$ cat src/rtl/tte_pkg.sv
// Package for the timestamp text to epoch block: record types, status codes,
// character codes, text positions and the calendar tables.
// Used by every module of the block; depends on nothing.
`timescale 1ns / 1ps
`default_nettype none

package tte_pkg;

    // Result status, in the order the checks are made.
    typedef enum logic [2:0] {
        ST_OK,
        ST_FORMAT,
        ST_MONTH,
        ST_DAY,
        ST_HOUR,
        ST_MINUTE,
        ST_SECOND
    } status_t;

    // Back-end sequencer steps.
    typedef enum logic [2:0] {
        BK_IDLE,
        BK_YEAR,
        BK_DAYS,
        BK_HOURS,
        BK_MINUTES,
        BK_DONE
    } bk_state_t;

    // One parsed timestamp handed from the parser to the converter.
    typedef struct packed {
        status_t     status;
        logic [13:0] year;
        logic [6:0]  month;
        logic [6:0]  day;
        logic [6:0]  hour;
        logic [6:0]  minute;
        logic [6:0]  second;
        logic [29:0] fraction;
        logic [3:0]  frac_count;
    } ts_rec_t;

    localparam int FRACTION_DIGITS = 9;
    localparam int QUEUE_DEPTH     = 2;
    localparam int QUEUE_AW        = $clog2(QUEUE_DEPTH);
    localparam int DAYS_TO_1970    = 719528;

    // Character codes.
    localparam logic [7:0] CH_ZERO  = 8'd48;
    localparam logic [7:0] CH_NINE  = 8'd57;
    localparam logic [7:0] CH_DASH  = 8'd45;
    localparam logic [7:0] CH_COLON = 8'd58;
    localparam logic [7:0] CH_DOT   = 8'd46;
    localparam logic [7:0] CH_T     = 8'd84;
    localparam logic [7:0] CH_SPACE = 8'd32;
    localparam logic [7:0] CH_TAB   = 8'd9;
    localparam logic [7:0] CH_CR    = 8'd13;

    // Character positions within the text.
    localparam logic [4:0] POS_YEAR_END  = 5'd4;
    localparam logic [4:0] POS_DASH1     = 5'd4;
    localparam logic [4:0] POS_MONTH0    = 5'd5;
    localparam logic [4:0] POS_MONTH1    = 5'd6;
    localparam logic [4:0] POS_DASH2     = 5'd7;
    localparam logic [4:0] POS_DAY0      = 5'd8;
    localparam logic [4:0] POS_DAY1      = 5'd9;
    localparam logic [4:0] POS_SEP       = 5'd10;
    localparam logic [4:0] POS_HOUR0     = 5'd11;
    localparam logic [4:0] POS_HOUR1     = 5'd12;
    localparam logic [4:0] POS_COLON1    = 5'd13;
    localparam logic [4:0] POS_MINUTE0   = 5'd14;
    localparam logic [4:0] POS_MINUTE1   = 5'd15;
    localparam logic [4:0] POS_COLON2    = 5'd16;
    localparam logic [4:0] POS_SECOND0   = 5'd17;
    localparam logic [4:0] POS_SECOND1   = 5'd18;
    localparam logic [4:0] POS_FRAC      = 5'd19;
    localparam logic [4:0] POS_MAX       = 5'd31;

    // Days in the common year before the first of the month (1-12).
    function automatic logic [8:0] days_before_month(input logic [3:0] month);
        logic [8:0] days;
        unique case (month)
            4'd1:    days = 9'd0;
            4'd2:    days = 9'd31;
            4'd3:    days = 9'd59;
            4'd4:    days = 9'd90;
            4'd5:    days = 9'd120;
            4'd6:    days = 9'd151;
            4'd7:    days = 9'd181;
            4'd8:    days = 9'd212;
            4'd9:    days = 9'd243;
            4'd10:   days = 9'd273;
            4'd11:   days = 9'd304;
            4'd12:   days = 9'd334;
            default: days = 9'd0;
        endcase
        return days;
    endfunction

    // Scale that pads a fraction of the given digit count to nine digits.
    function automatic logic [29:0] pad_scale(input logic [3:0] count);
        logic [29:0] scale;
        unique case (count)
            4'd0:    scale = 30'd1000000000;
            4'd1:    scale = 30'd100000000;
            4'd2:    scale = 30'd10000000;
            4'd3:    scale = 30'd1000000;
            4'd4:    scale = 30'd100000;
            4'd5:    scale = 30'd10000;
            4'd6:    scale = 30'd1000;
            4'd7:    scale = 30'd100;
            4'd8:    scale = 30'd10;
            default: scale = 30'd1;
        endcase
        return scale;
    endfunction

endpackage

`default_nettype wire

$ cat src/rtl/tte_parse.sv
// Front end: takes one text character per beat, checks the layout and
// accumulates the date, time and fraction fields; emits a record on the last beat.
// Depends on tte_pkg.
`timescale 1ns / 1ps
`default_nettype none

module tte_parse (
    input  wire logic            clk,
    input  wire logic            rst_n,
    input  wire logic            in_valid,
    input  wire logic [7:0]      char_code,
    input  wire logic            last_char,
    input  wire logic            q_full,
    output logic                 in_ready,
    output logic                 push,
    output tte_pkg::ts_rec_t     push_rec
);

    logic [4:0]  pos_reg,    pos_next;
    logic [13:0] year_reg,   year_next;
    logic [6:0]  month_reg,  month_next;
    logic [6:0]  day_reg,    day_next;
    logic [6:0]  hour_reg,   hour_next;
    logic [6:0]  minute_reg, minute_next;
    logic [6:0]  second_reg, second_next;
    logic [29:0] frac_reg,   frac_next;
    logic [3:0]  fcount_reg, fcount_next;
    logic        ferr_reg,   ferr_next;

    logic        is_digit;
    logic        is_sep;
    logic [3:0]  dval;
    logic [29:0] year_push, month_push, day_push, hour_push;
    logic [29:0] minute_push, second_push, frac_push;
    logic        accept;
    tte_pkg::status_t status;

    function automatic logic [29:0] push_digit(input logic [29:0] acc, input logic [3:0] d);
        return (acc << 3) + (acc << 1) + {26'b0, d};
    endfunction

    assign in_ready = !q_full;
    assign accept   = in_valid && in_ready;
    assign push     = accept && last_char;

    assign is_digit = (char_code >= tte_pkg::CH_ZERO) && (char_code <= tte_pkg::CH_NINE);
    assign dval     = is_digit ? 4'(char_code - tte_pkg::CH_ZERO) : 4'd0;
    assign is_sep   = (char_code == tte_pkg::CH_T) || (char_code == tte_pkg::CH_SPACE) ||
                      ((char_code >= tte_pkg::CH_TAB) && (char_code <= tte_pkg::CH_CR));

    assign year_push   = push_digit({16'b0, year_reg}, dval);
    assign month_push  = push_digit({23'b0, month_reg}, dval);
    assign day_push    = push_digit({23'b0, day_reg}, dval);
    assign hour_push   = push_digit({23'b0, hour_reg}, dval);
    assign minute_push = push_digit({23'b0, minute_reg}, dval);
    assign second_push = push_digit({23'b0, second_reg}, dval);
    assign frac_push   = push_digit(frac_reg, dval);

    always_comb
    begin
        year_next   = year_reg;
        month_next  = month_reg;
        day_next    = day_reg;
        hour_next   = hour_reg;
        minute_next = minute_reg;
        second_next = second_reg;
        frac_next   = frac_reg;
        fcount_next = fcount_reg;
        ferr_next   = ferr_reg;
        priority if (pos_reg < tte_pkg::POS_YEAR_END)
        begin
            if (is_digit) year_next = year_push[13:0]; else ferr_next = 1'b1;
        end
        else if (pos_reg == tte_pkg::POS_DASH1 || pos_reg == tte_pkg::POS_DASH2)
        begin
            if (char_code != tte_pkg::CH_DASH) ferr_next = 1'b1;
        end
        else if (pos_reg == tte_pkg::POS_MONTH0 || pos_reg == tte_pkg::POS_MONTH1)
        begin
            if (is_digit) month_next = month_push[6:0]; else ferr_next = 1'b1;
        end
        else if (pos_reg == tte_pkg::POS_DAY0 || pos_reg == tte_pkg::POS_DAY1)
        begin
            if (is_digit) day_next = day_push[6:0]; else ferr_next = 1'b1;
        end
        else if (pos_reg == tte_pkg::POS_SEP)
        begin
            if (!is_sep) ferr_next = 1'b1;
        end
        else if (pos_reg == tte_pkg::POS_HOUR0 || pos_reg == tte_pkg::POS_HOUR1)
        begin
            if (is_digit) hour_next = hour_push[6:0]; else ferr_next = 1'b1;
        end
        else if (pos_reg == tte_pkg::POS_COLON1 || pos_reg == tte_pkg::POS_COLON2)
        begin
            if (char_code != tte_pkg::CH_COLON) ferr_next = 1'b1;
        end
        else if (pos_reg == tte_pkg::POS_MINUTE0 || pos_reg == tte_pkg::POS_MINUTE1)
        begin
            if (is_digit) minute_next = minute_push[6:0]; else ferr_next = 1'b1;
        end
        else if (pos_reg == tte_pkg::POS_SECOND0 || pos_reg == tte_pkg::POS_SECOND1)
        begin
            if (is_digit) second_next = second_push[6:0]; else ferr_next = 1'b1;
        end
        else
        begin
            // The optional dot is only legal right after the seconds.
            if (char_code == tte_pkg::CH_DOT && pos_reg == tte_pkg::POS_FRAC)
            begin
                ferr_next = ferr_reg;
            end
            else if (is_digit && fcount_reg < 4'(tte_pkg::FRACTION_DIGITS))
            begin
                frac_next   = frac_push;
                fcount_next = fcount_reg + 4'd1;
            end
            else
            begin
                ferr_next = 1'b1;
            end
        end
        pos_next = (pos_reg != tte_pkg::POS_MAX) ? pos_reg + 5'd1 : pos_reg;
    end

    always_comb
    begin
        priority if (ferr_next || pos_next < tte_pkg::POS_FRAC)
            status = tte_pkg::ST_FORMAT;
        else if (month_next < 7'd1 || month_next > 7'd12)
            status = tte_pkg::ST_MONTH;
        else if (day_next < 7'd1 || day_next > 7'd31)
            status = tte_pkg::ST_DAY;
        else if (hour_next > 7'd23)
            status = tte_pkg::ST_HOUR;
        else if (minute_next > 7'd59)
            status = tte_pkg::ST_MINUTE;
        else if (second_next > 7'd59)
            status = tte_pkg::ST_SECOND;
        else
            status = tte_pkg::ST_OK;
    end

    always_comb
    begin
        push_rec.status     = status;
        push_rec.year       = year_next;
        push_rec.month      = month_next;
        push_rec.day        = day_next;
        push_rec.hour       = hour_next;
        push_rec.minute     = minute_next;
        push_rec.second     = second_next;
        push_rec.fraction   = frac_next;
        push_rec.frac_count = fcount_next;
    end

    always_ff @(posedge clk or negedge rst_n)
    begin
        if (!rst_n)
        begin
            pos_reg    <= '0;
            year_reg   <= '0;
            month_reg  <= '0;
            day_reg    <= '0;
            hour_reg   <= '0;
            minute_reg <= '0;
            second_reg <= '0;
            frac_reg   <= '0;
            fcount_reg <= '0;
            ferr_reg   <= 1'b0;
        end
        else if (accept)
        begin
            if (last_char)
            begin
                pos_reg    <= '0;
                year_reg   <= '0;
                month_reg  <= '0;
                day_reg    <= '0;
                hour_reg   <= '0;
                minute_reg <= '0;
                second_reg <= '0;
                frac_reg   <= '0;
                fcount_reg <= '0;
                ferr_reg   <= 1'b0;
            end
            else
            begin
                pos_reg    <= pos_next;
                year_reg   <= year_next;
                month_reg  <= month_next;
                day_reg    <= day_next;
                hour_reg   <= hour_next;
                minute_reg <= minute_next;
                second_reg <= second_next;
                frac_reg   <= frac_next;
                fcount_reg <= fcount_next;
                ferr_reg   <= ferr_next;
            end
        end
    end

endmodule

`default_nettype wire

$ cat src/rtl/tte_queue.sv
// Short record queue between the parser and the converter.
// Depends on tte_pkg for the record type and depth.
`timescale 1ns / 1ps
`default_nettype none

module tte_queue (
    input  wire logic              clk,
    input  wire logic              rst_n,
    input  wire logic              push,
    input  wire tte_pkg::ts_rec_t  push_rec,
    output logic                   full,
    input  wire logic              pop,
    output logic                   not_empty,
    output tte_pkg::ts_rec_t       pop_rec
);

    tte_pkg::ts_rec_t              mem_reg [tte_pkg::QUEUE_DEPTH];
    logic [tte_pkg::QUEUE_AW-1:0]  wr_ptr_reg, rd_ptr_reg;
    logic [tte_pkg::QUEUE_AW:0]    count_reg;

    assign full      = (count_reg == (tte_pkg::QUEUE_AW + 1)'(tte_pkg::QUEUE_DEPTH));
    assign not_empty = (count_reg != '0);
    assign pop_rec   = mem_reg[rd_ptr_reg];

    always_ff @(posedge clk)
    begin
        if (push && !full)
            mem_reg[wr_ptr_reg] <= push_rec;
    end

    always_ff @(posedge clk or negedge rst_n)
    begin
        if (!rst_n)
        begin
            wr_ptr_reg <= '0;
            rd_ptr_reg <= '0;
            count_reg  <= '0;
        end
        else
        begin
            if (push && !full)
                wr_ptr_reg <= wr_ptr_reg + 1'b1;
            if (pop && not_empty)
                rd_ptr_reg <= rd_ptr_reg + 1'b1;
            unique case ({push && !full, pop && not_empty})
                2'b10:   count_reg <= count_reg + 1'b1;
                2'b01:   count_reg <= count_reg - 1'b1;
                default: count_reg <= count_reg;
            endcase
        end
    end

endmodule

`default_nettype wire

$ cat src/rtl/tte_convert.sv
// Back end: turns one parsed record into signed Unix seconds and nanoseconds
// over a short step sequence of multiplications and sums.
// Depends on tte_pkg.
`timescale 1ns / 1ps
`default_nettype none

module tte_convert (
    input  wire logic              clk,
    input  wire logic              rst_n,
    input  wire logic              rec_valid,
    input  wire tte_pkg::ts_rec_t  rec_in,
    output logic                   pop,
    output logic                   out_valid,
    input  wire logic              out_ready,
    output logic [2:0]             status,
    output logic signed [38:0]     epoch_seconds,
    output logic [29:0]            nanoseconds
);

    tte_pkg::bk_state_t state_reg, state_next;
    tte_pkg::ts_rec_t   rec_reg;

    logic [22:0]        y365_reg;
    logic [12:0]        q4_reg;
    logic [7:0]         q100_reg;
    logic [5:0]         q400_reg;
    logic [29:0]        nanos_reg;
    logic signed [23:0] days_reg;
    logic signed [38:0] secs_reg;

    logic               out_valid_reg;
    logic [2:0]         out_status_reg;
    logic signed [38:0] out_secs_reg;
    logic [29:0]        out_nanos_reg;

    logic               slot_free;
    logic               do_year, do_days, do_hours, do_minutes, do_done;

    logic [14:0]        y_plus3, y_plus99, y_plus399;
    logic [27:0]        q100_prod;
    logic [15:0]        q400_prod;
    logic [59:0]        nanos_prod;
    logic               leap;
    logic [24:0]        days_sum;
    logic signed [38:0] secs_final;

    assign slot_free = !out_valid_reg || out_ready;

    // Next state.
    always_comb
    begin
        state_next = state_reg;
        unique case (state_reg)
            tte_pkg::BK_IDLE:    if (rec_valid) state_next = tte_pkg::BK_YEAR;
            tte_pkg::BK_YEAR:    state_next = tte_pkg::BK_DAYS;
            tte_pkg::BK_DAYS:    state_next = tte_pkg::BK_HOURS;
            tte_pkg::BK_HOURS:   state_next = tte_pkg::BK_MINUTES;
            tte_pkg::BK_MINUTES: state_next = tte_pkg::BK_DONE;
            tte_pkg::BK_DONE:    if (slot_free) state_next = tte_pkg::BK_IDLE;
            default:             state_next = tte_pkg::BK_IDLE;
        endcase
    end

    // Step enables.
    always_comb
    begin
        pop        = 1'b0;
        do_year    = 1'b0;
        do_days    = 1'b0;
        do_hours   = 1'b0;
        do_minutes = 1'b0;
        do_done    = 1'b0;
        unique case (state_reg)
            tte_pkg::BK_IDLE:    pop        = rec_valid;
            tte_pkg::BK_YEAR:    do_year    = 1'b1;
            tte_pkg::BK_DAYS:    do_days    = 1'b1;
            tte_pkg::BK_HOURS:   do_hours   = 1'b1;
            tte_pkg::BK_MINUTES: do_minutes = 1'b1;
            tte_pkg::BK_DONE:    do_done    = slot_free;
            default:             pop        = 1'b0;
        endcase
    end

    // Leap days up to a year: ceil(y/4) - ceil(y/100) + ceil(y/400); the
    // divisions by 100 and 400 are reciprocal multiplies, exact for every
    // four-digit year.
    assign y_plus3    = {1'b0, rec_reg.year} + 15'd3;
    assign y_plus99   = {1'b0, rec_reg.year} + 15'd99;
    assign y_plus399  = {1'b0, rec_reg.year} + 15'd399;
    assign q100_prod  = {13'b0, y_plus99} * 28'd5243;
    assign q400_prod  = {5'b0, y_plus399[14:4]} * 16'd41;
    assign nanos_prod = {30'b0, rec_reg.fraction} *
                        {30'b0, tte_pkg::pad_scale(rec_reg.frac_count)};

    // A year is divisible by 100 (or 400) exactly when its ceiling quotient
    // times the divisor gives the year back.
    assign leap = (rec_reg.year[1:0] == 2'b00) &&
                  ((({6'b0, q100_reg} * 14'd100) != rec_reg.year) ||
                   (({8'b0, q400_reg} * 14'd400) == rec_reg.year));

    assign days_sum = 25'(y365_reg) + 25'(q4_reg) - 25'(q100_reg) + 25'(q400_reg)
                    + 25'(tte_pkg::days_before_month(rec_reg.month[3:0]))
                    + 25'(leap && (rec_reg.month > 7'd2))
                    + 25'(rec_reg.day) - 25'(tte_pkg::DAYS_TO_1970 + 1);

    assign secs_final = secs_reg * 39'sd60 + $signed({32'b0, rec_reg.second});

    always_ff @(posedge clk)
    begin
        if (pop)
            rec_reg <= rec_in;
        if (do_year)
        begin
            y365_reg  <= {9'b0, rec_reg.year} * 23'd365;
            q4_reg    <= y_plus3[14:2];
            q100_reg  <= q100_prod[26:19];
            q400_reg  <= q400_prod[15:10];
            nanos_reg <= nanos_prod[29:0];
        end
        if (do_days)
            days_reg <= $signed(days_sum[23:0]);
        if (do_hours)
            secs_reg <= 39'(days_reg) * 39'sd24 + $signed({32'b0, rec_reg.hour});
        if (do_minutes)
            secs_reg <= secs_reg * 39'sd60 + $signed({32'b0, rec_reg.minute});
        if (do_done)
        begin
            out_status_reg <= rec_reg.status;
            if (rec_reg.status == tte_pkg::ST_OK)
            begin
                out_secs_reg  <= secs_final;
                out_nanos_reg <= nanos_reg;
            end
            else
            begin
                out_secs_reg  <= '0;
                out_nanos_reg <= '0;
            end
        end
    end

    always_ff @(posedge clk or negedge rst_n)
    begin
        if (!rst_n)
        begin
            state_reg     <= tte_pkg::BK_IDLE;
            out_valid_reg <= 1'b0;
        end
        else
        begin
            state_reg <= state_next;
            if (do_done)
                out_valid_reg <= 1'b1;
            else if (out_ready)
                out_valid_reg <= 1'b0;
        end
    end

    assign out_valid     = out_valid_reg;
    assign status        = out_status_reg;
    assign epoch_seconds = out_secs_reg;
    assign nanoseconds   = out_nanos_reg;

endmodule

`default_nettype wire

$ cat src/rtl/timestamp_text_to_epoch.sv
// Top level of the timestamp text to Unix time converter: parser front end,
// record queue and conversion back end. Depends on tte_pkg, tte_parse,
// tte_queue and tte_convert.
//
//   Channel  Dir  Fields (tdata from bit 0 up)                    Ends beat on
//   s_axis   in   tdata: char_code[7:0]; tlast: last_char         s_tvalid & s_tready
//   m_axis   out  tdata: status[2:0], epoch_seconds[41:3],        m_tvalid & m_tready
//                        nanoseconds[71:42]
//
// The parser takes one character beat per cycle while the queue has room.
// The converter then works through one timestamp at a time: record load,
// year terms, day count, hours, minutes, then seconds with the output load;
// it overlaps the parsing of the next text through a two-record queue.
// s_tready drops only while the queue is full, so a stalled output backs up
// through the converter and the queue before the input side stalls. Reset
// is asynchronous and active low; it empties the queue and returns the
// parser to the first character position.
`timescale 1ns / 1ps
`default_nettype none

module timestamp_text_to_epoch (
    input  wire logic        clk,
    input  wire logic        rst_n,
    input  wire logic        s_tvalid,
    output logic             s_tready,
    input  wire logic [7:0]  s_tdata,   // [7:0] char_code
    input  wire logic        s_tlast,   // last_char
    output logic             m_tvalid,
    input  wire logic        m_tready,
    output logic [71:0]      m_tdata    // [2:0] status, [41:3] epoch_seconds,
                                        // [71:42] nanoseconds
);

    // Parser to queue.
    logic              fr_push;
    tte_pkg::ts_rec_t  fr_rec;
    logic              q_full;

    // Queue to converter.
    logic              q_not_empty;
    logic              q_pop;
    tte_pkg::ts_rec_t  q_rec;

    // Converter results.
    logic [2:0]         res_status;
    logic signed [38:0] res_seconds;
    logic [29:0]        res_nanos;

    tte_parse u_parse (
        .clk       (clk),
        .rst_n     (rst_n),
        .in_valid  (s_tvalid),
        .char_code (s_tdata),
        .last_char (s_tlast),
        .q_full    (q_full),
        .in_ready  (s_tready),
        .push      (fr_push),
        .push_rec  (fr_rec)
    );

    tte_queue u_queue (
        .clk       (clk),
        .rst_n     (rst_n),
        .push      (fr_push),
        .push_rec  (fr_rec),
        .full      (q_full),
        .pop       (q_pop),
        .not_empty (q_not_empty),
        .pop_rec   (q_rec)
    );

    tte_convert u_convert (
        .clk           (clk),
        .rst_n         (rst_n),
        .rec_valid     (q_not_empty),
        .rec_in        (q_rec),
        .pop           (q_pop),
        .out_valid     (m_tvalid),
        .out_ready     (m_tready),
        .status        (res_status),
        .epoch_seconds (res_seconds),
        .nanoseconds   (res_nanos)
    );

    // Result beat: status in the low bits, then seconds, then nanoseconds.
    assign m_tdata = {res_nanos, res_seconds, res_status};

`ifndef NO_ASSERTIONS
    // The parser only hands over a record when the queue has room for it.
    assert property (@(posedge clk) disable iff (!rst_n) fr_push |-> !q_full)
        else $error("record pushed into a full queue");

    // The converter only pops a record that is present.
    assert property (@(posedge clk) disable iff (!rst_n) q_pop |-> q_not_empty)
        else $error("record popped from an empty queue");

    // Any failing status carries zero times.
    assert property (@(posedge clk) disable iff (!rst_n)
        (m_tvalid && (res_status != tte_pkg::ST_OK)) |-> (m_tdata[71:3] == '0))
        else $error("error result with nonzero time fields");

    // A good result has a fraction below one second.
    assert property (@(posedge clk) disable iff (!rst_n)
        (m_tvalid && (res_status == tte_pkg::ST_OK)) |-> (res_nanos < 30'd1000000000))
        else $error("nanoseconds out of range");
`endif

endmodule

`default_nettype wire
$ cat config.mk
export PLATFORM = sky130hd
export DESIGN_NAME = timestamp_text_to_epoch
export DESIGN_NICKNAME = d
export VERILOG_FILES = /design/src/rtl/tte_pkg.sv /design/src/rtl/tte_parse.sv /design/src/rtl/tte_queue.sv /design/src/rtl/tte_convert.sv /design/src/rtl/timestamp_text_to_epoch.sv
export SDC_FILE = /design/constraint.sdc
export NUM_CORES = 2
export LEC_CHECK = 0
export ABC_AREA = 1
export BUFFER_PORTS_ARGS = -buffer_cell sky130_fd_sc_hd__buf_4
export CAP_MARGIN = 20
export CORE_MARGIN = 2
export CORE_UTILIZATION = 45
export DETAILED_ROUTE_END_ITERATION = 12
export SLEW_MARGIN = 10
export SYNTH_ARGS = -nofsm -noshare
export SYNTH_HDL_FRONTEND = slang
export SYNTH_HIERARCHICAL = 1
export SYNTH_SLANG_ARGS = --single-unit
$ cat constraint.sdc
create_clock -name clk -period 7.6 [get_ports clk]
set_clock_uncertainty 0.2 [all_clocks]
set_input_delay 0 -clock clk [delete_from_list [all_inputs] [get_ports clk]]
set_output_delay 0 -clock clk [all_outputs]
set_load 0.01 [all_outputs]
==> results.json <==
{
  "arrival_ns": 7.47,
  "syn_to_final_growth_pct": 8.95,
  "syn_area_mm2": 0.0619,
  "grt_pass1_vias": 46600,
  "synth-simple-area-share": 0.179,
  "clock-sinks": 600,
  "synth_compound_area_frac": 0.0610,
  "max_freq_ghz": 0.137,
  "drc_errors": 0,
  "cts_max_level": 3,
  "top_layer": "met5",
  "slew_headroom": 0.338,
  "synth_top_area_frac": 0.229,
  "place_ws_ns": 0.0707,
  "hp-class": "input pin to flip-flop",
  "yosysTopAreaCell": "edfxtp_1",
  "synth_xor_area_frac": 0.0380,
  "worstMarginPinSlew_ns": 0.983,
  "syn_avg_cell_area_um2": 8.41,
  "fin_ws_ns": 0.322,
  "min_to": "u_queue/mem_reg[0][84]",
  "dieArea_mm2": 0.140,
  "pin_count": 87,
  "synthAdderAreaFrac": 0.326,
  "die_width_um": 375,
  "async_reset_ff_frac": 0.162,
  "min_from": "s_tdata[4]",
  "r2r_setup_slack_ns": 0.32,
  "critical_path_required_ns": 7.80,
  "clock-root-buffer": "clkbuf_16",
  "gr-usage-all-layers": 0.225,
  "synth-edff-count": 471,
  "diodes": 0,
  "cp_max_fo": 8,
  "finalCritPeriodShare": 0.958,
  "globalplace.congestion": 0.913,
  "wl_met3_mm": 7.94,
  "grt_max_degree": 68,
  "ys_warn_count": 6,
  "hold_depth": 8,
  "core-area_mm2": 0.137,
  "synthMuxAreaShare": 0,
  "reg2reg_to": "u_convert/nanos_reg[29]",
  "cts_buffer_depth": 3,
  "overflow": 0,
  "drive_gt1_frac": 0.0622,
  "hold_viol": 0,
  "m1WireLength_mm": 72.3,
  "min_period_ns": 7.28,
  "r2r_start": "u_convert/rec_reg[12]",
  "setup_viol": 0,
  "rsz0062_at_grt": "yes",
  "hold-worst-slack_ns": 0.0712,
  "rows": 136,
  "status": "finished clean",
  "grt_pass1_wl_mm": 251,
  "port_buffers": 86,
  "initial_core_util": 0.452,
  "cap_violations": 0,
  "synth_top_family_by_area": "adder cells",
  "synth_ff_type": "edfxtp_1",
  "synth.area.top_cells": "edfxtp_1 (23%), fa_1 (19%), ha_1 (14%)",
  "wl_per_cell_um": 16.6,
  "insertion_delay_ns": 0.66,
  "critPathCaptureType": "flip-flop",
  "synth-seq-cells": 600,
  "layout.nets": 8755,
  "synthCells": 7361,
  "yosysSeqAreaShare": 0.278,
  "first_pass_iters": 6,
  "clk_pin_slew_ns": 0.06,
  "start_kind": "flip-flop",
  "synthDistinctLibCells": 66,
  "largest_register_ffs": 172,
  "drtIter0Drc": 3395,
  "wirelength_mm": 155,
  "yosysMostFrequentCell": "nand2_1",
  "synth_commonest_cells": "nand2_1 (1790), inv_1 (1732), ha_1 (677)",
  "die_y_um": 375,
  "setup-tns-final_ns": 0,
  "cts_made_buffers": 71,
  "wl_met2_mm": 71.7,
  "via_per_inst": 5.01,
  "syn_nets": 8636,
  "crit_type": "flip-flop to flip-flop",
  "antenna_found_initial": 2,
  "cts_tree": "built",
  "slew_violations": 0,
  "dp_hpwl_mm": 125,
  "ant_nets": 0,
  "num_vias": 46800,
  "worst_r2r_path_depth": 24
}
## how the worst max path moves through the flow
stage / startpoint / to / slack, ns / cells past startpoint
floorplan: flip-flop / u_convert/nanos_reg[24] / 0.66 / 23
CTS: flip-flop / u_convert/nanos_reg[29] / 0.03 / 24
global placement: flip-flop / u_convert/nanos_reg[29] / 0.13 / 23
finish: u_convert/rec_reg[12] / u_convert/nanos_reg[29] / 0.32 / 24
detailed placement: flip-flop / u_convert/nanos_reg[29] / 0.07 / 24
global route: u_convert/rec_reg[11] / u_convert/nanos_reg[29] / -0.004 / 24
## cells by family (layout without fill, tap and decap cells)
family | count (synthesis) | after routing
adder cells (fa/ha/maj) | 1262 | 1262
flip-flops | 600 | 600
AND/OR/NAND/NOR | 2651 | 2651
buffers and inverters | 1915 | 2091
XOR/XNOR | 265 | 265
AO/OA/AOI/OAI | 668 | 668
## cells in the final DEF (no fill, tap or decap), types with 172 or more instances in the layout
cell / n
a21oi_1: 257
buf_4: 172
edfxtp_1: 471
fa_1: 585
ha_1: 677
inv_1: 1730
nand2_1: 1789
nand3_1: 244
nor2_1: 351
o21ai_0: 194
## routing by layer
metal / up-vias / global-route usage
met5: - / 0
met4: 2 / 0.0554
met3: 175 / 0.0262
met2: 1123 / 0.369
met1: 22400 / 0.317
li1: 23000 / -
## stage by stage
| stage | area [um2] | instances | utilization |
|---|---|---|---|
| 2_1_floorplan | 61900 | 7361 | - |
| 3_3_place_gp | 64800 | 9174 | 0.473 |
| 3_5_place_dp | 64800 | 9174 | 0.473 |
| 4_1_cts | 67300 | 9325 | 0.491 |
| 5_1_grt | 67400 | 9331 | 0.492 |
| 6_report | 67400 | 9331 | 0.492 |
## cell type report
cell class	count	area [um2]
Multi-Input combinational cell	4846	37400
Clock buffer	88	1880
Timing Repair Buffer	199	1630
Fill cell	13100	69600
Sequential cell	600	17200
Clock inverter	42	377
Inverter	1762	6620
Tap cell	1794	2240
## worst max-delay path, stage by stage (launching register included)
cell and delay [ns]:
edfxtp_1 0.54, buf_4 0.25, nand2_1 0.07, inv_1 0.05, fa_1 0.50, fa_1 0.55
inv_1 0.07, fa_1 0.56, fa_1 0.44, fa_1 0.52, inv_1 0.06, fa_1 0.50
fa_1 0.54, inv_1 0.05, fa_1 0.53, inv_1 0.04, ha_1 0.37, a21oi_1 0.21
o21ai_0 0.14, a221oi_2 0.32, o21ai_0 0.15, a21oi_1 0.18, inv_1 0.06, nand2_1 0.06
nand2_1 0.04
## repair_timing
action,4_1_cts,5_1_grt
hold endpoints to repair,227,0
hold buffers,21,0
setup endpoints to repair,0,8
setup buffers,0,6
gates resized for setup,0,9
Power is not shown: default switching activity piles up to over one toggle a cycle in this logic, so the estimate is an artifact.
